**config.mk**
```make
export PLATFORM = sky130hd
export DESIGN_NAME = exterior_loop_dangle_min_top
export DESIGN_NICKNAME = d
export VERILOG_FILES = /design/src/hw/rtl/eldm_pkg.sv /design/src/hw/rtl/eldm_front.sv /design/src/hw/rtl/eldm_cmd_queue.sv /design/src/hw/rtl/eldm_back.sv /design/src/hw/rtl/eldm_result_queue.sv /design/src/hw/rtl/exterior_loop_dangle_min_top.sv
export SDC_FILE = /design/constraint.sdc
export NUM_CORES = 2
export LEC_CHECK = 0
export ABC_AREA = 1
export ABC_CLOCK_PERIOD_IN_PS = 12800
export BUFFER_PORTS_ARGS = -buffer_cell sky130_fd_sc_hd__buf_4
export CAP_MARGIN = 20
export CORE_ASPECT_RATIO = 0.7
export CORE_MARGIN = 2
export CORE_UTILIZATION = 40
export DETAILED_ROUTE_END_ITERATION = 16
export PLACE_DENSITY = 0.6
export SLEW_MARGIN = 20
export SYNTH_ARGS = -nofsm -noshare
export SYNTH_HDL_FRONTEND = slang
export SYNTH_SLANG_ARGS = --single-unit
```
**constraint.sdc**
```tcl
create_clock -name clk -period 12.8 [get_ports clk]
set_clock_uncertainty 0.1 [all_clocks]
set_input_delay 2.56 -clock clk [delete_from_list [all_inputs] [get_ports clk]]
set_output_delay 2.56 -clock clk [all_outputs]
set_load 0.02 [all_outputs]
```
**src/hw/rtl/eldm_pkg.sv**
```systemverilog
`default_nettype none

package eldm_pkg;

	// Widths fixed by the transaction fields.
	localparam int POSITION_BITS = 16;
	localparam int ENERGY_BITS   = 16;
	localparam int STATE_BITS    = 32;
	// Two guard bits cover a state plus an energy and a state plus a state.
	localparam int WIDE_BITS     = STATE_BITS + 2;

	// Largest gap between one helix end and the next helix begin within a chain.
	localparam int CHAIN_GAP = 2;

	localparam logic signed [STATE_BITS-1:0] ENERGY_INFINITY = 32'sd10000000;

	// Depth of both queues.
	localparam int QUEUE_DEPTH = 4;
	localparam int QPTR_BITS   = $clog2(QUEUE_DEPTH);
	localparam int QCNT_BITS   = $clog2(QUEUE_DEPTH + 1);

	typedef logic signed [ENERGY_BITS-1:0] energy_t;
	typedef logic signed [STATE_BITS-1:0]  state_t;
	typedef logic signed [WIDE_BITS-1:0]   wide_t;

	// What the back end does with a helix.
	typedef enum logic [1:0] {
		OP_OPEN  = 2'd0,	// first helix of the loop: fresh chain, nothing to close
		OP_JOIN  = 2'd1,	// helix extends the current chain
		OP_BREAK = 2'd2,	// close the current chain, then start a new one
		OP_SKIP  = 2'd3		// later pseudoknot helix: no chain work
	} op_t;

	typedef struct packed {
		op_t     op;
		energy_t e_none;
		energy_t e_left;
		energy_t e_right;
		energy_t e_both;
		logic    last;
	} cmd_t;

	typedef struct packed {
		state_t total;
		logic   overflow;
	} result_t;

	function automatic wide_t widen_state(input state_t v);
		return {{(WIDE_BITS-STATE_BITS){v[STATE_BITS-1]}}, v};
	endfunction

	function automatic wide_t widen_energy(input energy_t v);
		return {{(WIDE_BITS-ENERGY_BITS){v[ENERGY_BITS-1]}}, v};
	endfunction

	function automatic wide_t min_wide(input wide_t a, input wide_t b);
		return (a < b) ? a : b;
	endfunction

	// Saturate a wide value to the signed state range.
	function automatic state_t sat_state(input wide_t v);
		state_t r;
		if (v[WIDE_BITS-1:STATE_BITS-1] == '0 || v[WIDE_BITS-1:STATE_BITS-1] == '1) begin
			r = v[STATE_BITS-1:0];
		end else if (v[WIDE_BITS-1]) begin
			r = {1'b1, {(STATE_BITS-1){1'b0}}};
		end else begin
			r = {1'b0, {(STATE_BITS-1){1'b1}}};
		end
		return r;
	endfunction

endpackage

`default_nettype wire

```
**src/hw/rtl/eldm_front.sv**
```systemverilog
`default_nettype none

module eldm_front (
	input  wire logic                                clk,
	input  wire logic                                arst_n,
	input  wire logic                                accept,
	input  wire logic [eldm_pkg::POSITION_BITS-1:0]  helix_begin,
	input  wire logic [eldm_pkg::POSITION_BITS-1:0]  helix_end,
	input  wire logic                                is_pseudoknot,
	input  wire eldm_pkg::energy_t                   energy_none,
	input  wire eldm_pkg::energy_t                   energy_left,
	input  wire eldm_pkg::energy_t                   energy_right,
	input  wire eldm_pkg::energy_t                   energy_both,
	input  wire logic                                last_helix,
	output eldm_pkg::cmd_t                           cmd
);
	import eldm_pkg::*;

	logic [POSITION_BITS-1:0] previous_end_q;
	logic                     first_seen_q;
	logic [POSITION_BITS-1:0] gap;
	logic                     joins;
	op_t                      op;

	// A helix joins the chain when it begins at most the chain gap past the previous end.
	assign gap   = helix_begin - previous_end_q;
	assign joins = (helix_begin >= previous_end_q) && (gap <= POSITION_BITS'(CHAIN_GAP));

	// Classify the helix.
	always_comb begin
		if (!first_seen_q) begin
			op = OP_OPEN;
		end else if (is_pseudoknot) begin
			op = OP_SKIP;
		end else if (joins) begin
			op = OP_JOIN;
		end else begin
			op = OP_BREAK;
		end
	end

	assign cmd = '{op: op, e_none: energy_none, e_left: energy_left,
		e_right: energy_right, e_both: energy_both, last: last_helix};

	// Every helix end becomes the previous end; the last helix re-arms the loop.
	always_ff @(posedge clk or negedge arst_n) begin
		if (!arst_n) begin
			previous_end_q <= '0;
			first_seen_q   <= 1'b0;
		end else if (accept) begin
			previous_end_q <= helix_end;
			first_seen_q   <= !last_helix;
		end
	end

endmodule

`default_nettype wire

```
**src/hw/rtl/eldm_cmd_queue.sv**
```systemverilog
`default_nettype none

module eldm_cmd_queue (
	input  wire logic           clk,
	input  wire logic           arst_n,
	input  wire logic           wr_en,
	input  wire eldm_pkg::cmd_t wr_data,
	output logic                full,
	output logic                rd_valid,
	input  wire logic           rd_en,
	output eldm_pkg::cmd_t      rd_data
);
	import eldm_pkg::*;

	cmd_t                 slot_q [QUEUE_DEPTH];
	logic [QPTR_BITS-1:0] wr_ptr_q;
	logic [QPTR_BITS-1:0] rd_ptr_q;
	logic [QCNT_BITS-1:0] count_q;
	logic                 do_wr;
	logic                 do_rd;

	assign full     = (count_q == QCNT_BITS'(QUEUE_DEPTH));
	assign rd_valid = (count_q != '0);
	assign do_wr    = wr_en && !full;
	assign do_rd    = rd_en && rd_valid;
	assign rd_data  = slot_q[rd_ptr_q];

	// Pointers and fill count.
	always_ff @(posedge clk or negedge arst_n) begin
		if (!arst_n) begin
			wr_ptr_q <= '0;
			rd_ptr_q <= '0;
			count_q  <= '0;
		end else begin
			if (do_wr) begin
				wr_ptr_q <= (wr_ptr_q == QPTR_BITS'(QUEUE_DEPTH - 1)) ? '0 : wr_ptr_q + 1'b1;
			end
			if (do_rd) begin
				rd_ptr_q <= (rd_ptr_q == QPTR_BITS'(QUEUE_DEPTH - 1)) ? '0 : rd_ptr_q + 1'b1;
			end
			if (do_wr && !do_rd) begin
				count_q <= count_q + 1'b1;
			end else if (do_rd && !do_wr) begin
				count_q <= count_q - 1'b1;
			end
		end
	end

	// Storage slots.
	always_ff @(posedge clk) begin
		if (do_wr) begin
			slot_q[wr_ptr_q] <= wr_data;
		end
	end

endmodule

`default_nettype wire

```
**src/hw/rtl/eldm_back.sv**
```systemverilog
`default_nettype none

module eldm_back (
	input  wire logic              clk,
	input  wire logic              arst_n,
	input  wire logic              cmd_valid,
	input  wire eldm_pkg::cmd_t    cmd,
	output logic                   cmd_pop,
	input  wire logic              res_full,
	output logic                   res_push,
	output eldm_pkg::result_t      res_data
);
	import eldm_pkg::*;

	// Chain state.
	state_t free_q;
	state_t taken_q;
	state_t running_q;
	logic   error_q;

	// Final state of a loop, waiting for its total.
	logic   valid_s2;
	state_t free_s2;
	state_t taken_s2;
	state_t running_s2;
	logic   error_s2;

	logic   s2_ready;
	logic   advance;
	logic   opens;
	wide_t  base_free;
	wide_t  base_taken;
	wide_t  e0;
	wide_t  el;
	wide_t  er;
	wide_t  eb;
	wide_t  f_wide;
	wide_t  t_wide;
	logic   step_err;
	state_t closed_total;
	state_t free_nx;
	state_t taken_nx;
	state_t running_nx;
	logic   error_nx;

	// A loop's last helix waits until the total stage has room.
	assign s2_ready = !valid_s2 || !res_full;
	assign advance  = cmd_valid && (!cmd.last || s2_ready);
	assign cmd_pop  = advance;

	// A new chain starts from free at zero and taken at infinity.
	assign opens      = (cmd.op == OP_OPEN) || (cmd.op == OP_BREAK);
	assign base_free  = opens ? '0 : widen_state(free_q);
	assign base_taken = opens ? widen_state(ENERGY_INFINITY) : widen_state(taken_q);

	assign e0 = widen_energy(cmd.e_none);
	assign el = widen_energy(cmd.e_left);
	assign er = widen_energy(cmd.e_right);
	assign eb = widen_energy(cmd.e_both);

	// Two-state step of the chain.
	assign f_wide = min_wide(min_wide(base_free + e0, base_free + el), base_taken + e0);
	assign t_wide = min_wide(min_wide(base_free + el, base_free + er),
		min_wide(base_taken + er, base_free + eb));
	assign step_err = (f_wide > widen_state(ENERGY_INFINITY)) ||
		(t_wide > widen_state(ENERGY_INFINITY));

	// Closing a chain adds its better state to the running total.
	assign closed_total = sat_state(widen_state(running_q) +
		min_wide(widen_state(free_q), widen_state(taken_q)));

	always_comb begin
		unique case (cmd.op)
			OP_SKIP: begin
				free_nx    = free_q;
				taken_nx   = taken_q;
				running_nx = running_q;
				error_nx   = error_q;
			end
			OP_BREAK: begin
				free_nx    = sat_state(f_wide);
				taken_nx   = sat_state(t_wide);
				running_nx = closed_total;
				error_nx   = error_q || step_err;
			end
			default: begin
				free_nx    = sat_state(f_wide);
				taken_nx   = sat_state(t_wide);
				running_nx = running_q;
				error_nx   = error_q || step_err;
			end
		endcase
	end

	// The chain state returns to its reset values after the last helix.
	always_ff @(posedge clk or negedge arst_n) begin
		if (!arst_n) begin
			free_q    <= '0;
			taken_q   <= ENERGY_INFINITY;
			running_q <= '0;
			error_q   <= 1'b0;
		end else if (advance) begin
			if (cmd.last) begin
				free_q    <= '0;
				taken_q   <= ENERGY_INFINITY;
				running_q <= '0;
				error_q   <= 1'b0;
			end else begin
				free_q    <= free_nx;
				taken_q   <= taken_nx;
				running_q <= running_nx;
				error_q   <= error_nx;
			end
		end
	end

	// Total stage valid flag.
	always_ff @(posedge clk or negedge arst_n) begin
		if (!arst_n) begin
			valid_s2 <= 1'b0;
		end else begin
			valid_s2 <= (advance && cmd.last) || (valid_s2 && !res_push);
		end
	end

	always_ff @(posedge clk) begin
		if (advance && cmd.last) begin
			free_s2    <= free_nx;
			taken_s2   <= taken_nx;
			running_s2 <= running_nx;
			error_s2   <= error_nx;
		end
	end

	// The loop total closes the final chain.
	assign res_push = valid_s2 && !res_full;
	assign res_data = '{total: sat_state(widen_state(running_s2) +
		min_wide(widen_state(free_s2), widen_state(taken_s2))), overflow: error_s2};

endmodule

`default_nettype wire

```
**src/hw/rtl/eldm_result_queue.sv**
```systemverilog
`default_nettype none

module eldm_result_queue (
	input  wire logic              clk,
	input  wire logic              arst_n,
	input  wire logic              wr_en,
	input  wire eldm_pkg::result_t wr_data,
	output logic                   full,
	output logic                   empty,
	input  wire logic              rd_en,
	output eldm_pkg::result_t      rd_data
);
	import eldm_pkg::*;

	result_t              slot_q [QUEUE_DEPTH];
	logic [QPTR_BITS-1:0] wr_ptr_q;
	logic [QPTR_BITS-1:0] rd_ptr_q;
	logic [QCNT_BITS-1:0] count_q;
	logic                 do_wr;
	logic                 do_rd;

	assign full    = (count_q == QCNT_BITS'(QUEUE_DEPTH));
	assign empty   = (count_q == '0);
	assign do_wr   = wr_en && !full;
	assign do_rd   = rd_en && !empty;
	assign rd_data = slot_q[rd_ptr_q];

	// Pointers and fill count.
	always_ff @(posedge clk or negedge arst_n) begin
		if (!arst_n) begin
			wr_ptr_q <= '0;
			rd_ptr_q <= '0;
			count_q  <= '0;
		end else begin
			if (do_wr) begin
				wr_ptr_q <= (wr_ptr_q == QPTR_BITS'(QUEUE_DEPTH - 1)) ? '0 : wr_ptr_q + 1'b1;
			end
			if (do_rd) begin
				rd_ptr_q <= (rd_ptr_q == QPTR_BITS'(QUEUE_DEPTH - 1)) ? '0 : rd_ptr_q + 1'b1;
			end
			if (do_wr && !do_rd) begin
				count_q <= count_q + 1'b1;
			end else if (do_rd && !do_wr) begin
				count_q <= count_q - 1'b1;
			end
		end
	end

	// Storage slots.
	always_ff @(posedge clk) begin
		if (do_wr) begin
			slot_q[wr_ptr_q] <= wr_data;
		end
	end

endmodule

`default_nettype wire

```
**src/hw/rtl/exterior_loop_dangle_min_top.sv**
```systemverilog
`default_nettype none

// Exterior-loop dangle minimiser. Helices of one loop are pushed in 5' to 3' order, one
// transaction per helix, and the helix marked last yields one result transaction with the
// loop's minimum dangle energy and an overflow flag. One helix is taken every clock cycle
// while full is low; the chain update is one step of the two state registers in the back
// end. A result is registered in the helix queue, the total stage and the result queue
// before it is visible. Each side has a four-entry queue; full rises only when the helix
// queue fills, which happens only when the result queue backs up. No clearing is needed
// after reset.
module exterior_loop_dangle_min_top (
	input  wire logic                                clk,
	input  wire logic                                arst_n,
	input  wire logic                                push,
	output logic                                     full,
	input  wire logic [eldm_pkg::POSITION_BITS-1:0]  helix_begin,
	input  wire logic [eldm_pkg::POSITION_BITS-1:0]  helix_end,
	input  wire logic                                is_pseudoknot,
	input  wire eldm_pkg::energy_t                   energy_none,
	input  wire eldm_pkg::energy_t                   energy_left,
	input  wire eldm_pkg::energy_t                   energy_right,
	input  wire eldm_pkg::energy_t                   energy_both,
	input  wire logic                                last_helix,
	output logic                                     empty,
	input  wire logic                                pop,
	output eldm_pkg::state_t                         total_energy,
	output logic                                     overflow_error
);
	import eldm_pkg::*;

	logic    accept;
	cmd_t    cmd_in;
	logic    cmd_valid;
	cmd_t    cmd_head;
	logic    cmd_pop;
	logic    res_full;
	logic    res_push;
	result_t res_in;
	result_t res_head;

	assign accept = push && !full;

	// Front end: chain classification.
	eldm_front u_front (
		.clk          (clk),
		.arst_n       (arst_n),
		.accept       (accept),
		.helix_begin  (helix_begin),
		.helix_end    (helix_end),
		.is_pseudoknot(is_pseudoknot),
		.energy_none  (energy_none),
		.energy_left  (energy_left),
		.energy_right (energy_right),
		.energy_both  (energy_both),
		.last_helix   (last_helix),
		.cmd          (cmd_in)
	);

	// Queue between the front and back ends.
	eldm_cmd_queue u_cmd_queue (
		.clk     (clk),
		.arst_n  (arst_n),
		.wr_en   (push),
		.wr_data (cmd_in),
		.full    (full),
		.rd_valid(cmd_valid),
		.rd_en   (cmd_pop),
		.rd_data (cmd_head)
	);

	// Back end: chain arithmetic and loop total.
	eldm_back u_back (
		.clk      (clk),
		.arst_n   (arst_n),
		.cmd_valid(cmd_valid),
		.cmd      (cmd_head),
		.cmd_pop  (cmd_pop),
		.res_full (res_full),
		.res_push (res_push),
		.res_data (res_in)
	);

	// Result queue towards the consumer.
	eldm_result_queue u_result_queue (
		.clk    (clk),
		.arst_n (arst_n),
		.wr_en  (res_push),
		.wr_data(res_in),
		.full   (res_full),
		.empty  (empty),
		.rd_en  (pop),
		.rd_data(res_head)
	);

	assign total_energy   = res_head.total;
	assign overflow_error = res_head.overflow;

endmodule

`default_nettype wire

```
==> results.py <==
metrics = {
    "run_status": {
        "status": "finished, final reports clean",
    },
    "logic_synthesis": {
        "syn_avg_cell_area_um2": 8.03,
        "synth_area_leader_cell": "edfxtp_1",
        "synthTopCellsByArea": "edfxtp_1 (31%), ha_1 (12%), nand2_1 (11%), dfrtp_1 (6.3%), o21ai_0 (5.6%)",
        "synth-edff-count": 497,
        "synth-seq-cells": 626,
        "yosysSeqAreaShare": 0.378,
        "yosys_warnings": 0,
        "ys_types": 75,
        "synth_top_area_frac": 0.311,
        "synthFlopType": "edfxtp_1",
        "synthCells": 5977,
        "ys_async_sr_fraction": 0.206,
        "synth_fp_nets": 6561,
        "synth_area_um2": 48000,
    },
    "detailed_routing": {
        "drcViolationCount": 0,
        "wl_per_cell_um": 21.3,
        "vias": 42500,
        "dr.first_iter.drc_count": 5311,
        "ant_nets": 0,
        "finalWirelength_mm": 164,
        "via_per_inst": 5.52,
        "dr.pass1.iters": 6,
    },
    "global_route": {
        "antenna_found_initial": 3,
        "grt_pass1_vias": 39000,
        "grt_first_pass_wirelength_mm": 246,
        "track_usage": 0.263,
        "grt_max_degree": 128,
        "grt_overflow": 0,
    },
    "cells_and_area": {
        "nets": 6674,
        "final_common_cell": "nand2_1",
        "n_fill_cell": 11600,
        "layout_common_cells": "nand2_1 (1345), inv_1 (687), o21ai_0 (538)",
        "area_growth_pct": 11.2,
        "drive_gt1_frac": 0.0908,
        "diodes": 0,
    },
    "place": {
        "gp_congestion": 1.03,
        "post-dp-hpwl_mm": 130,
        "preCtsSetupSlack_ns": 0.886,
        "portBuffers": 136,
    },
    "sta": {
        "rsz0062_at_grt": "false",
        "worst_pin_slew_ns": 1.05,
        "relSlewSlack": 0.294,
        "fin_crit_ns": 12.02,
        "post-route-period-util": 0.939,
        "fmax_ghz": 0.0832,
        "report.final.slew_viol_count": 0,
        "final_hold_viol_count": 0,
        "finalSetupViolCount": 0,
        "worst_slack_ns": 0.781,
        "setup_tns_ns": 0,
    },
    "worst_setup_path": {
        "start_kind": "flop",
        "ff2ff_setup_slack_ns": 0.78,
        "critPathSlowestCell": "nor4b_1",
        "max_stage_delay_ns": 0.58,
        "critical_path.most_common_cell": "nand2_1",
        "rr_endpoint": "u_back.error_s2$_DFFE_PP_",
        "reg2reg_from": "u_cmd_queue.rd_ptr_q[0]$_DFFE_PN0P_",
        "arrival_ns": 12.36,
        "end_kind": "flop",
        "r2r_cells": 53,
        "cp_data_required_time_ns": 13.14,
        "crit_type": "reg -> reg",
        "crit_fanout": 91,
    },
    "cts": {
        "clkSlewWorstSetupHoldPaths_ns": 0.07,
        "clock-sinks": 626,
        "cts_root_buf": "clkbuf_16",
        "clk_latency_ns": 0.68,
        "numCtsBuffers": 68,
        "htreeDepth": 3,
        "cts_max_path_buffers": 3,
        "cts_tree": "yes",
    },
    "hold_path": {
        "holdPathEnd": "u_front.previous_end_q[0]$_DFFE_PN0P_",
        "min_from": "u_front.previous_end_q[0]$_DFFE_PN0P_",
        "hold_path_depth": 2,
        "hold_path_class": "reg -> reg",
    },
    "floorplanning": {
        "ios": 137,
        "fp.coreArea_um2": 119000,
        "die_h_um": 294,
        "dieArea_um2": 123000,
        "die_x_um": 418,
        "fp-row-count": 106,
        "start_util": 0.403,
    },
    "run": {
        "cap_violations": 0,
    },
}
## registers in the layout, summed over array words and instances (netlist names), 3 cells and up
register                cells
u_back.free_q              32
u_cmd_queue.count_q         3
u_result_queue.count_q      3
u_back.running_s2          32
u_back.running_q           32
u_result_queue.slot_q     132
u_back.taken_s2            32
u_front.previous_end_q     16
u_back.free_s2             32
u_back.taken_q             32
u_cmd_queue.slot_q        268
## kinds of logic after synthesis
logic type      count (synthesis)  synth area share
buf+inv                       877            0.0729
compound gates               1392             0.170
flops                         626             0.378
xor+xnor                      227            0.0414
fa+ha+maj                     482             0.127
simple gates                 2372             0.210
mux                             1          0.000234
## worst max-delay path, delay by kind of cell (launching register included)
family | cells | cell delay, ns
AO/OA/AOI/OAI | 7 | 1.88
AND/OR/NAND/NOR | 36 | 6.33
adder cells (fa/ha/maj) | 3 | 1.22
flip-flops | 1 | 0.53
buffers and inverters | 7 | 1.57
## cell usage after synthesis, types with 10 or more instances
| cell type | count |
|---|---|
| nand2_1 | 1345 |
| inv_1 | 689 |
| o21ai_0 | 539 |
| nor2_1 | 534 |
| edfxtp_1 | 497 |
| ha_1 | 471 |
| a21oi_1 | 393 |
| nand3_1 | 243 |
| dfrtp_1 | 121 |
| clkbuf_1 | 115 |
| xnor2_1 | 115 |
| xor2_1 | 112 |
| o22ai_1 | 102 |
| nand4_1 | 75 |
| nand2_2 | 49 |
| o21ai_2 | 40 |
| a22oi_1 | 37 |
| o21ai_1 | 37 |
| nor3_1 | 36 |
| a31oi_1 | 29 |
| o21a_1 | 29 |
| a211oi_1 | 24 |
| buf_2 | 20 |
| a21o_1 | 18 |
| o211ai_1 | 17 |
| o221ai_1 | 16 |
| inv_2 | 15 |
| o22ai_2 | 15 |
| buf_6 | 14 |
| nand3_2 | 14 |
| o21bai_1 | 13 |
| fa_1 | 11 |
| nand2_4 | 11 |
| a21boi_0 | 10 |
| buf_1 | 10 |
| nor2_2 | 10 |
| nor2_4 | 10 |
| o31ai_1 | 10 |
## per-stage QoR
step / cells / cell area [µm²] / hold WS [ns] / util
2_1_floorplan: 5977 / 48000 / 0.346 / -
3_3_place_gp: 7583 / 51000 / 0.374 / 0.427
3_5_place_dp: 7583 / 51000 / 0.394 / 0.427
4_1_cts: 7709 / 53300 / 0.408 / 0.447
5_1_grt: 7712 / 53400 / 0.426 / 0.448
6_report: 7712 / 53400 / 0.404 / 0.448
## what timing repair did
| action | in CTS | in global routing |
|---|---|---|
| hold buffers | 0 | 0 |
| gates resized for setup | 0 | 6 |
| endpoints found under the setup margin | 0 | 54 |
| buffers inserted | 0 | 2 |
## final cells by class
class / count / area (µm²) / area share
flip-flops and latches: 626 / 18200 / 0.340
multi-input cells: 4474 / 26500 / 0.497
clock inverters: 30 / 494 / 0.00926
inverters: 707 / 2660 / 0.0499
well taps: 1566 / 1960 / 0.0367
clock buffers: 96 / 1870 / 0.0350
repair buffers: 213 / 1720 / 0.0321
## per-layer routing
layer	wire length [µm]	GRT usage
met5	0	0
met4	2540	0.0447
met3	13300	0.0449
met2	64600	0.360
met1	83800	0.426
## how the worst max path moves through the flow
stage	startpoint	endpoint	slack, ns	cells after the start
5_1_grt	u_cmd_queue.rd_ptr_q[0]$_DFFE_PN0P_	u_back.error_s2$_DFFE_PP_	0.04	53
4_1_cts	u_cmd_queue.rd_ptr_q[0]$_DFFE_PN0P_	u_back.free_q[8]$_DFFE_PN0P_	0.84	48
3_5_place_dp	u_cmd_queue.rd_ptr_q[0]$_DFFE_PN0P_	u_back.free_q[8]$_DFFE_PN0P_	0.89	48
6_report	u_cmd_queue.rd_ptr_q[0]$_DFFE_PN0P_	u_back.error_s2$_DFFE_PP_	0.78	53
3_3_place_gp	u_cmd_queue.rd_ptr_q[0]$_DFFE_PN0P_	u_back.error_s2$_DFFE_PP_	1.01	51
2_1_floorplan	u_cmd_queue.rd_ptr_q[0]$_DFFE_PN0P_	u_back.error_s2$_DFFE_PP_	2.44	62
Power is left out: the tool's default activity adds up to more than one toggle a clock period on the data nets, which glitch-free logic cannot reach.
